===== config.mk =====
export PLATFORM = sky130hd
export DESIGN_NAME = length_prefixed_wav_deframer
export DESIGN_NICKNAME = d
export VERILOG_FILES = /design/src/hw/rtl/lpwd_pkg.sv /design/src/hw/rtl/lpwd_front.sv /design/src/hw/rtl/lpwd_back.sv /design/src/hw/rtl/length_prefixed_wav_deframer.sv
export SDC_FILE = /design/constraint.sdc
export NUM_CORES = 1
export LEC_CHECK = 0
export BUFFER_PORTS_ARGS = -buffer_cell sky130_fd_sc_hd__buf_2
export CORE_MARGIN = 8
export CORE_UTILIZATION = 30
export CTS_BUF_LIST = sky130_fd_sc_hd__clkbuf_4 sky130_fd_sc_hd__clkbuf_8
export DETAILED_ROUTE_END_ITERATION = 16
export SYNTH_ARGS = -nofsm -noshare
export SYNTH_HDL_FRONTEND = slang
export SYNTH_SLANG_ARGS = --single-unit

===== constraint.sdc =====
create_clock -name clk -period 3.9 [get_ports clk]
set_input_delay 0.78 -clock clk [delete_from_list [all_inputs] [get_ports clk]]
set_output_delay 0.78 -clock clk [all_outputs]
set_load 0.005 [all_outputs]

===== src/hw/rtl/lpwd_pkg.sv =====
// Shared types and constants for the length-prefixed WAV deframer.
package lpwd_pkg;

    // Input mode codes (s_tuser)
    localparam logic [1:0] MODE_DATA    = 2'd0;
    localparam logic [1:0] MODE_CANCEL  = 2'd1;
    localparam logic [1:0] MODE_RESTART = 2'd2;

    // Result kind codes (m_tuser)
    localparam logic [1:0] KIND_SAMPLE    = 2'd0;
    localparam logic [1:0] KIND_FRAME_END = 2'd1;
    localparam logic [1:0] KIND_BAD_LEN   = 2'd2;
    localparam logic [1:0] KIND_CANCEL    = 2'd3;

    // Configuration register indexes
    localparam logic CFG_MAX_FRAME_LEN = 1'b0;
    localparam logic CFG_HEADER_SKIP   = 1'b1;

    localparam logic [31:0] MAX_FRAME_LEN_RST = 32'd2097152;
    localparam logic [7:0]  HEADER_SKIP_RST   = 8'd44;

    localparam int QUEUE_DEPTH = 2;

    typedef enum logic [1:0] {
        OP_DATA,
        OP_CANCEL,
        OP_RESTART
    } op_t;

    typedef enum logic [1:0] {
        PH_LENGTH,
        PH_PAYLOAD,
        PH_STOPPED
    } phase_t;

    // One classified command handed from front to back
    typedef struct packed {
        op_t        op;
        logic [7:0] data;
    } cmd_t;

    // Queue output toward the back end: valid flag and head command
    typedef struct packed {
        logic valid;
        cmd_t cmd;
    } cmd_chan_t;

endpackage


===== src/hw/rtl/lpwd_front.sv =====
// Front end: classifies incoming transfers and queues them for the back end.
module lpwd_front
    import lpwd_pkg::*;
(
    input  logic       clk,
    input  logic       rst_n,
    input  logic       s_tvalid,
    output logic       s_tready,
    input  logic [1:0] s_tuser,
    input  logic [7:0] s_tdata,
    output cmd_chan_t  cmd_out,
    input  logic       cmd_pop
);

    cmd_t       entry_reg [QUEUE_DEPTH];
    logic       wr_ptr_reg, wr_ptr_next;
    logic       rd_ptr_reg, rd_ptr_next;
    logic [1:0] count_reg, count_next;
    logic       keep;
    op_t        op;
    logic       push;
    logic       pop;

    // Unused mode code is accepted and dropped here
    always_comb
    begin
        keep = 1'b1;
        op   = OP_DATA;
        unique case (s_tuser)
            MODE_DATA:    op = OP_DATA;
            MODE_CANCEL:  op = OP_CANCEL;
            MODE_RESTART: op = OP_RESTART;
            default:      keep = 1'b0;
        endcase
    end

    assign s_tready = (count_reg != 2'(QUEUE_DEPTH));
    assign push     = s_tvalid && s_tready && keep;
    assign pop      = cmd_pop && (count_reg != 2'd0);

    assign cmd_out.valid = (count_reg != 2'd0);
    assign cmd_out.cmd   = entry_reg[rd_ptr_reg];

    always_comb
    begin
        wr_ptr_next = push ? ~wr_ptr_reg : wr_ptr_reg;
        rd_ptr_next = pop  ? ~rd_ptr_reg : rd_ptr_reg;
        count_next  = count_reg + 2'(push) - 2'(pop);
    end

    always_ff @(posedge clk or negedge rst_n)
    begin
        if (!rst_n)
        begin
            wr_ptr_reg <= 1'b0;
            rd_ptr_reg <= 1'b0;
            count_reg  <= 2'd0;
        end
        else
        begin
            wr_ptr_reg <= wr_ptr_next;
            rd_ptr_reg <= rd_ptr_next;
            count_reg  <= count_next;
        end
    end

    always_ff @(posedge clk)
    begin
        if (push)
        begin
            entry_reg[wr_ptr_reg] <= '{op: op, data: s_tdata};
        end
    end

endmodule


===== src/hw/rtl/lpwd_back.sv =====
// Back end: frame parser, sample pairing, frame counter and output register.
module lpwd_back
    import lpwd_pkg::*;
(
    input  logic        clk,
    input  logic        rst_n,
    input  logic        cfg_we,
    input  logic        cfg_index,
    input  logic [31:0] cfg_data,
    input  cmd_chan_t   cmd_in,
    output logic        cmd_pop,
    output logic        m_tvalid,
    input  logic        m_tready,
    output logic [1:0]  kind,
    output logic [15:0] sample,
    output logic        frame_end,
    output logic [15:0] frames_done
);

    logic [31:0] max_len_reg;
    logic [7:0]  skip_reg;

    phase_t      phase_reg, phase_next;
    logic [1:0]  idx_reg, idx_next;
    logic [31:0] acc_reg, acc_next;
    logic [31:0] pos_reg, pos_next;
    logic [7:0]  hold_reg, hold_next;
    logic [15:0] cnt_reg, cnt_next;

    logic        out_valid_reg;
    logic [1:0]  kind_reg, kind_next;
    logic [15:0] sample_reg, sample_next;
    logic        fend_reg, fend_next;
    logic [15:0] done_reg, done_next;

    logic        emit;
    logic        active;
    logic [31:0] acc_shift;
    logic [31:0] pos_inc;
    logic        in_samples;
    logic        odd;
    logic        last;

    assign cmd_pop    = cmd_in.valid && (!out_valid_reg || m_tready);
    assign active     = (phase_reg == PH_LENGTH) || (phase_reg == PH_PAYLOAD);
    assign acc_shift  = {acc_reg[23:0], cmd_in.cmd.data};
    assign pos_inc    = pos_reg + 32'd1;
    assign in_samples = (pos_reg >= {24'd0, skip_reg});
    assign odd        = pos_reg[0] ^ skip_reg[0];
    assign last       = (pos_inc == acc_reg);

    always_comb
    begin
        phase_next  = phase_reg;
        idx_next    = idx_reg;
        acc_next    = acc_reg;
        pos_next    = pos_reg;
        hold_next   = hold_reg;
        cnt_next    = cnt_reg;
        emit        = 1'b0;
        kind_next   = KIND_SAMPLE;
        sample_next = 16'd0;
        fend_next   = 1'b0;
        done_next   = cnt_reg;
        if (cmd_pop)
        begin
            unique case (cmd_in.cmd.op)
                OP_RESTART:
                begin
                    phase_next = PH_LENGTH;
                    idx_next   = 2'd0;
                    acc_next   = 32'd0;
                    pos_next   = 32'd0;
                    hold_next  = 8'd0;
                    cnt_next   = 16'd0;
                end
                OP_CANCEL:
                begin
                    if (active)
                    begin
                        phase_next = PH_STOPPED;
                        emit       = 1'b1;
                        kind_next  = KIND_CANCEL;
                    end
                end
                OP_DATA:
                begin
                    if (phase_reg == PH_LENGTH)
                    begin
                        acc_next = acc_shift;
                        idx_next = idx_reg + 2'd1;
                        if (idx_reg == 2'd3)
                        begin
                            if ((acc_shift == 32'd0) || (acc_shift > max_len_reg))
                            begin
                                phase_next = PH_STOPPED;
                                emit       = 1'b1;
                                kind_next  = KIND_BAD_LEN;
                            end
                            else
                            begin
                                phase_next = PH_PAYLOAD;
                                pos_next   = 32'd0;
                            end
                        end
                    end
                    else if (phase_reg == PH_PAYLOAD)
                    begin
                        pos_next = pos_inc;
                        if (in_samples && !odd)
                        begin
                            hold_next = cmd_in.cmd.data;
                        end
                        if (in_samples && odd)
                        begin
                            emit        = 1'b1;
                            kind_next   = KIND_SAMPLE;
                            sample_next = {cmd_in.cmd.data, hold_reg};
                        end
                        if (last)
                        begin
                            cnt_next   = cnt_reg + 16'd1;
                            done_next  = cnt_reg + 16'd1;
                            phase_next = PH_LENGTH;
                            idx_next   = 2'd0;
                            acc_next   = 32'd0;
                            pos_next   = 32'd0;
                            fend_next  = 1'b1;
                            emit       = 1'b1;
                            if (!(in_samples && odd))
                            begin
                                kind_next = KIND_FRAME_END;
                            end
                        end
                    end
                end
                default: ;
            endcase
        end
    end

    always_ff @(posedge clk or negedge rst_n)
    begin
        if (!rst_n)
        begin
            max_len_reg   <= MAX_FRAME_LEN_RST;
            skip_reg      <= HEADER_SKIP_RST;
            phase_reg     <= PH_LENGTH;
            idx_reg       <= 2'd0;
            acc_reg       <= 32'd0;
            pos_reg       <= 32'd0;
            hold_reg      <= 8'd0;
            cnt_reg       <= 16'd0;
            out_valid_reg <= 1'b0;
        end
        else
        begin
            if (cfg_we && (cfg_index == CFG_MAX_FRAME_LEN))
            begin
                max_len_reg <= cfg_data;
            end
            if (cfg_we && (cfg_index == CFG_HEADER_SKIP))
            begin
                skip_reg <= cfg_data[7:0];
            end
            phase_reg <= phase_next;
            idx_reg   <= idx_next;
            acc_reg   <= acc_next;
            pos_reg   <= pos_next;
            hold_reg  <= hold_next;
            cnt_reg   <= cnt_next;
            if (cmd_pop && emit)
            begin
                out_valid_reg <= 1'b1;
            end
            else if (m_tready)
            begin
                out_valid_reg <= 1'b0;
            end
        end
    end

    always_ff @(posedge clk)
    begin
        if (cmd_pop && emit)
        begin
            kind_reg   <= kind_next;
            sample_reg <= sample_next;
            fend_reg   <= fend_next;
            done_reg   <= done_next;
        end
    end

    assign m_tvalid    = out_valid_reg;
    assign kind        = kind_reg;
    assign sample      = sample_reg;
    assign frame_end   = fend_reg;
    assign frames_done = done_reg;

endmodule


===== src/hw/rtl/length_prefixed_wav_deframer.sv =====
// Top level of the length-prefixed WAV deframer.
//
// Takes a response byte stream of frames, each a 4-byte big-endian length
// followed by a WAV payload. The first header_skip payload bytes are dropped,
// the rest are paired low byte first into signed 16-bit mono samples, which
// go out duplicated on left and right. A length of zero or above
// max_frame_len gives a bad-length result and stops the block; cancel also
// stops it (one cancelled result), and restart clears all stream state and
// the frame counter. The last payload byte of a frame closes it with tlast
// set, either on its sample or on a frame-end result. One transfer is taken
// every clock while the queue has room: the front end classifies each
// transfer into a two-entry queue, and the back end drains one queued
// command per cycle into a single output register while it is empty or
// m_tready is high; with m_tready high the block keeps that rate. A result
// is held in the queue and then the output register before m_tvalid rises.
// The unused mode code is accepted and dropped. Configuration is taken on
// any cycle with cfg_we high and must only change while the block is idle.
module length_prefixed_wav_deframer
    import lpwd_pkg::*;
(
    input  logic        clk,
    input  logic        rst_n,
    // configuration write port
    input  logic        cfg_we,
    input  logic        cfg_index,
    input  logic [31:0] cfg_data,
    // input stream
    input  logic        s_tvalid,
    output logic        s_tready,
    input  logic [7:0]  s_tdata,   // [7:0] data_byte
    input  logic [1:0]  s_tuser,   // [1:0] mode
    // result stream
    output logic        m_tvalid,
    input  logic        m_tready,
    output logic [47:0] m_tdata,   // [15:0] left, [31:16] right, [47:32] frames_done
    output logic [1:0]  m_tuser,   // [1:0] kind
    output logic        m_tlast    // frame_end
);

    cmd_chan_t   cmd;
    logic        cmd_pop;
    logic [15:0] sample;
    logic [15:0] frames_done;

    lpwd_front u_front (
        .clk      (clk),
        .rst_n    (rst_n),
        .s_tvalid (s_tvalid),
        .s_tready (s_tready),
        .s_tuser  (s_tuser),
        .s_tdata  (s_tdata),
        .cmd_out  (cmd),
        .cmd_pop  (cmd_pop)
    );

    lpwd_back u_back (
        .clk         (clk),
        .rst_n       (rst_n),
        .cfg_we      (cfg_we),
        .cfg_index   (cfg_index),
        .cfg_data    (cfg_data),
        .cmd_in      (cmd),
        .cmd_pop     (cmd_pop),
        .m_tvalid    (m_tvalid),
        .m_tready    (m_tready),
        .kind        (m_tuser),
        .sample      (sample),
        .frame_end   (m_tlast),
        .frames_done (frames_done)
    );

    // mono sample copied to both channels
    assign m_tdata = {frames_done, sample, sample};

endmodule


### Yosys cells after proc, flatten, opt, wreduce, memory -nomap -nowiden

Memories as Yosys holds them, arrays and structs flattened.
Index checks and enable logic that the tools add are counted.

* $add $sub $neg: 5
* multiply operators: 0
* div/mod/pow operators: 0
* order comparisons: 2
* equality and inequality tests: 16
* shifts and indexed selects: 0
* mux-type cells: 53
* bitwise operators: 8
* reductions and logical operators: 30

Operator list (count)
* two-way mux 32 bit: 8
* one-hot mux 32 bit (2 select lines): 2
* two-way mux 16 bit: 5
* adder 32 x 1 -> 32 bit (second input constant): 1
* == test 32 bit: 1
* >= comparator 32 x 8 -> 1 bit: 1
* greater-than comparator 32 bit: 1
* logical NOT 32 bit: 1
* one-hot mux 16 bit (2 select lines): 1
* two-way mux 2 bit: 13
* two-way mux 8 bit: 3
* adder 16 x 1 -> 16 bit (second input constant): 1
* one-hot mux 8 bit (2 select lines): 1
* two-way mux 1 bit: 15
* one-hot mux 2 bit (2 select lines): 3
* AND reduction 5 bit: 2
* logical AND 1 bit: 9
* NOT 1 bit: 7
* == test 2 x 1 -> 1 bit (second input constant): 3
* == test 2 bit (second input constant): 3
* logical NOT 2 bit: 3
* != test 2 x 1 -> 1 bit (second input constant): 3
* != test 3 x 1 -> 1 bit (second input constant): 2
* != test 3 bit (second input constant): 2
* other kinds (17): 23

* register bits after elaboration: 172
* latch bits: 0
* memory bits (writable): 20
* ROM bits: 0
* input bits: 48
* logic and storage cells: 131
* memories: 1

Memory list
* u_front.entry_reg: words 2, bits a word 10, rd ports 1, clocked after Yosys merged registers in 0, wr ports 1, line lpwd_front.sv:15 `cmd_t entry_reg [QUEUE_DEPTH];`

### Logic depth before layout (Yosys ltp)

* depth in word-level cells: 10
* gate-level depth with buffers: 15
* depth with buffers taken out: 12

### Hierarchy

A second synthesis with hierarchy kept.

* cell total of the unflattened synthesis: 1117
* area total of the unflattened synthesis: 11113.2 µm²

Modules (own cells, without submodules)
* lpwd_back: times used 1, cells each 1044, area each 10005.8 µm²
* lpwd_front: times used 1, cells each 57, area each 987.2 µm²
* length_prefixed_wav_deframer: times used 1, cells each 16, area each 120.1 µm²

### Worst setup path before layout

OpenSTA, ideal clock, no wires.

* path type: reg-to-reg
* from: reg u_back.pos_reg[0]
* to: reg u_back.fend_reg (netlist: u_back.frame_end) (enable)
* setup time: 393 ps
* arrival time: 3807 ps
* required time: 3507 ps
* setup slack: -299 ps
* cell stages (with the launch flop): 12
* cells stage by stage: dfrtp_1 -> ha_1 -> and3_1 -> buf_2 -> nand4_2 -> or4_1 -> and2_1 -> or3b_1 -> nor4_1 -> nand4b_1 -> or2_2 -> nand2_1

* cells in the longest elaborated chain, start to end: 9
* elaborated cells between the ends (all ways): 12

Ends and longest elaborated chain
* start, declared: line lpwd_back.sv:26 `logic [31:0] pos_reg, pos_next;`
* start signal, assigned: line lpwd_back.sv:169 `pos_reg <= pos_next;`
* branches (longest 3 deep; another with adder 32 x 1 -> 32 bit)
* two-way mux 1 bit *: line lpwd_back.sv:120 `if (last)`
* two-way mux 1 bit *: line lpwd_back.sv:107 `else if (phase_reg == PH_PAYLOAD)`
* two-way mux 1 bit *: line lpwd_back.sv:88 `if (phase_reg == PH_LENGTH)`
* one-hot mux 1 bit (2 select lines) *: line lpwd_back.sv:67 `unique case (cmd_in.cmd.op)`
* two-way mux 1 bit *: line lpwd_back.sv:65 `if (cmd_pop)`
* logical AND 1 bit *: line lpwd_back.sv:185 `if (cmd_pop && emit)`
* end signal, assigned: line lpwd_back.sv:189 `fend_reg <= fend_next;`
* end, declared: line lpwd_back.sv:33 `logic fend_reg, fend_next;`

Every way passes the cells marked *.
A chain may end at the register's enable or synchronous reset.

### Worst setup path in the final report

* from: reg u_back.pos_reg[1]
* to: reg u_back.done_reg[14] (netlist: u_back.frames_done[14]) (enable)

* cells in the longest elaborated chain, start to end: 9
* elaborated cells between the ends (all ways): 11

Ends and longest elaborated chain
* branches (longest 3 deep; another with adder 32 x 1 -> 32 bit)
* two-way mux 1 bit *: line lpwd_back.sv:120
* two-way mux 1 bit *: line lpwd_back.sv:107
* two-way mux 1 bit *: line lpwd_back.sv:88
* one-hot mux 1 bit (2 select lines) *: line lpwd_back.sv:67
* two-way mux 1 bit *: line lpwd_back.sv:65
* logical AND 1 bit *: line lpwd_back.sv:185
* end signal, assigned: line lpwd_back.sv:190 `done_reg <= done_next;`
* end, declared: line lpwd_back.sv:34 `logic [15:0] done_reg, done_next;`

Marks and branches as above.

==> metrics.yaml <==
clocking:
  cts_buffer_depth: 2
  clock-sinks: 192
  path_clk_slew_ps: 110
  cts_hold_buf: 0
  clockRootBuffer: "clkbuf_8"
  htreeDepth: 4
  clock_latency_ps: 490
  cts_tree: "done"
  cts_buffers: 17
die:
  die_h_um: 208
  rows: 70
  die_width_um: 208
  io_pins: 101
  core-area_um2: 36500
  die_area_um2: 43400
  initial_core_util_pct: 30.4
worst_hold_path:
  hold_class: "in2async"
power:
  p_seq_share_pct: 40.9
  power.total_mw: 7.34
  pwr-share-clk_pct: 17.5
  internal_power_mw: 4.29
  p_comb_share_pct: 41.7
  leakagePower_nw: 5.54
  power.density_nw_per_um2: 572
  vdd_drop_max_v: 0.000289
  switchingPower_mw: 3.05
  switching_share_pct: 41.6
final_layout:
  syn2layout_area_growth_pct: 15.6
  final_area_um2: 12800
  layout-drive-gt1-share_pct: 21.3
  final_cell_mix: "dfrtp_1, nand2_1, buf_2"
  fillCellCount: 3707
  n_antenna_cell: 0
  final_util_pct: 35.2
  final_common_cell: "dfrtp_1"
  final_nets: 1350
synth:
  synth_seq_cells: 192
  synth_warnings: 0
  synth_edf_count: 55
  syn_avg_cell_area_um2: 9.72
  synth_area_leaders: "dfrtp_1, edfxtp_1, ha_1"
  synth_top_area_share_pct: 30.0
  yosysSeqAreaShare_pct: 45.8
  synth_top_cell_by_area: "dfrtp_1"
  syn_nets: 1235
  synthArstFlopShare_pct: 71.4
  syn_inst: 1142
  synth_area_um2: 11100
  ys.flop_type: "dfrtp_1"
  synth_cell_type_count: 78
setup_path:
  crit_arrival_ps: 3880
  cp-start-kind: "flip-flop"
  critPathKind: "reg2reg"
  crit_fanout: 19
  required_ps: 4110
  end_kind: "flip-flop"
run_status:
  status: "finished, final reports clean"
timing:
  clock_skew_ps: 14.5
  worst_pin_slew_ps: 878
  max_slew_margin_pct: 41.2
  setup_viol: 0
  setup-tns-final_ps: 0
  max_freq_mhz: 272
  slew_violations: 0
  final.period_utilization_pct: 94.2
  hold_viol: 0
  post-route-min-period_ps: 3670
  rsz0062_at_grt: "no"
global_route:
  grt_pass1_wl_um: 52000
  grt_util_all_layers_pct: 14.9
  antenna_found_initial: 0
  overflow: 0
  grt_pass1_vias: 9433
  grt_max_degree: 72
placed_design:
  gp_congestion: 0.989
  portBuffers: 100
  dpl_cell_area_um2: 12400
  hpwl_um: 24500
detailed_routing:
  route.detailed.drc: 0
  ant_nets: 0
  post_drt_wl_per_cell_um: 18.8
  vias_per_cell: 5.31
  vias: 9221
  dr.pass1.iters: 5
  drt-total-wl_um: 32700
  drtIter0Drc: 660
flow_run:
  cap_viol_max_count: 0
[power groups by stage]
| stage | registers [mW] | clock network (mW) | logic, mW |
|---|---|---|---|
| finish | 3.00 | 1.28 | 3.06 |
| global route | 3.06 | 1.39 | 3.38 |
| CTS | 2.99 | 1.31 | 3.08 |
| detailed placement | 3.03 | 0 | 3.07 |
| global placement | 3.02 | 0 | 3.01 |
| floorplan | 2.85 | 0 | 2.00 |
[critical path, stage by stage (launching register included)]
cell	delay, ps
dfrtp_2	460
ha_2	220
and3_1	190
buf_4	170
a31oi_1	250
o22ai_1	170
a2111oi_0	440
nand4_1	150
a2111o_1	390
nand4b_1	260
or2_2	350
nand2_2	150
buf_12	180
[repair_timing]
action / CTS / global route
setup buffers: 0 / 0
endpoints found under the hold margin: 0 / 0
pin swaps: 0 / 2
resized for setup: 1 / 6
cloned: 0 / 0
endpoints found under the setup margin: 48 / 131
[metrics by stage]
step           instances  hold slack, ps  setup slack [ps]
2_1_floorplan       1142             456              28.2
3_3_place_gp        1706             476             -92.8
3_5_place_dp        1706             478              -150
4_1_cts             1738             330              6.32
5_1_grt             1738             349              14.5
6_report            1738             312               226
[per-layer routing]
| layer | share of wire (%) | track usage (%) |
|---|---|---|
| met3 | 4.5 | 2.37 |
| met5 | 0 | 0 |
| met2 | 49 | 25.5 |
| met4 | 2.6 | 5.21 |
| met1 | 44 | 18.9 |
[synth_stat cells (all sizes together), types with 3 or more instances]
cell type / instances
mux2i: 12
o21a: 3
o221ai: 3
nor2b: 8
nor4b: 3
nand3: 55
nand2: 122
dfstp: 4
o31a: 5
o31ai: 17
nor3: 20
and4: 10
or4: 7
a31o: 9
mux2: 21
nand2b: 11
and3: 21
nor2: 63
a211oi: 6
xor2: 14
or2: 5
nor4: 25
a21oi: 24
a22oi: 5
o41ai: 3
a31oi: 10
or3: 11
inv: 66
o311ai: 3
a221oi: 5
buf: 41
o21ai: 66
nand4: 39
ha: 45
o22ai: 6
a21o: 7
a22o: 34
edfxtp: 55
dfrtp: 133
clkbuf: 40
xnor2: 39
nor3b: 8
o211ai: 7
o2bb2ai: 8
and2: 19
[path summary, 6_finish.rpt]
check,startpoint,to,slack [ps],cells after the start
min in group clk,s_tdata[6],u_front.entry_reg[1][6],470,1
max in group asynchronous,rst_n,u_back.skip_reg[2],2730,2
min,rst_n,u_back.pos_reg[10],310,1
max,u_back.pos_reg[1],u_back.frames_done[14],230,12
min reg2reg,u_front.wr_ptr_reg,u_front.wr_ptr_reg,490,1
max reg2reg,u_back.pos_reg[1],u_back.frames_done[14],230,12
[layout make-up]
type	instances	area (um2)	share of cell area [%]
Clock inverter	13	124	0.965
Multi-Input combinational cell	803	5410	42.1
Timing Repair Buffer	177	1130	8.84
Clock buffer	19	249	1.94
Inverter	66	248	1.93
Tap cell	468	586	4.56
Sequential cell	192	5090	39.6
[cell families (layout without fill, tap and decap cells)]
family / Yosys count / count (layout) / share of synthesized area (%)
simple gates: 434 / 434 / 20.7
compound gates: 237 / 237 / 15.0
flops: 192 / 192 / 45.8
buf+inv: 147 / 275 / 5.83
xor+xnor: 54 / 54 / 4.39
fa+ha+maj: 45 / 45 / 5.07
mux: 33 / 33 / 3.21
(Power assumes the default switching activity.)
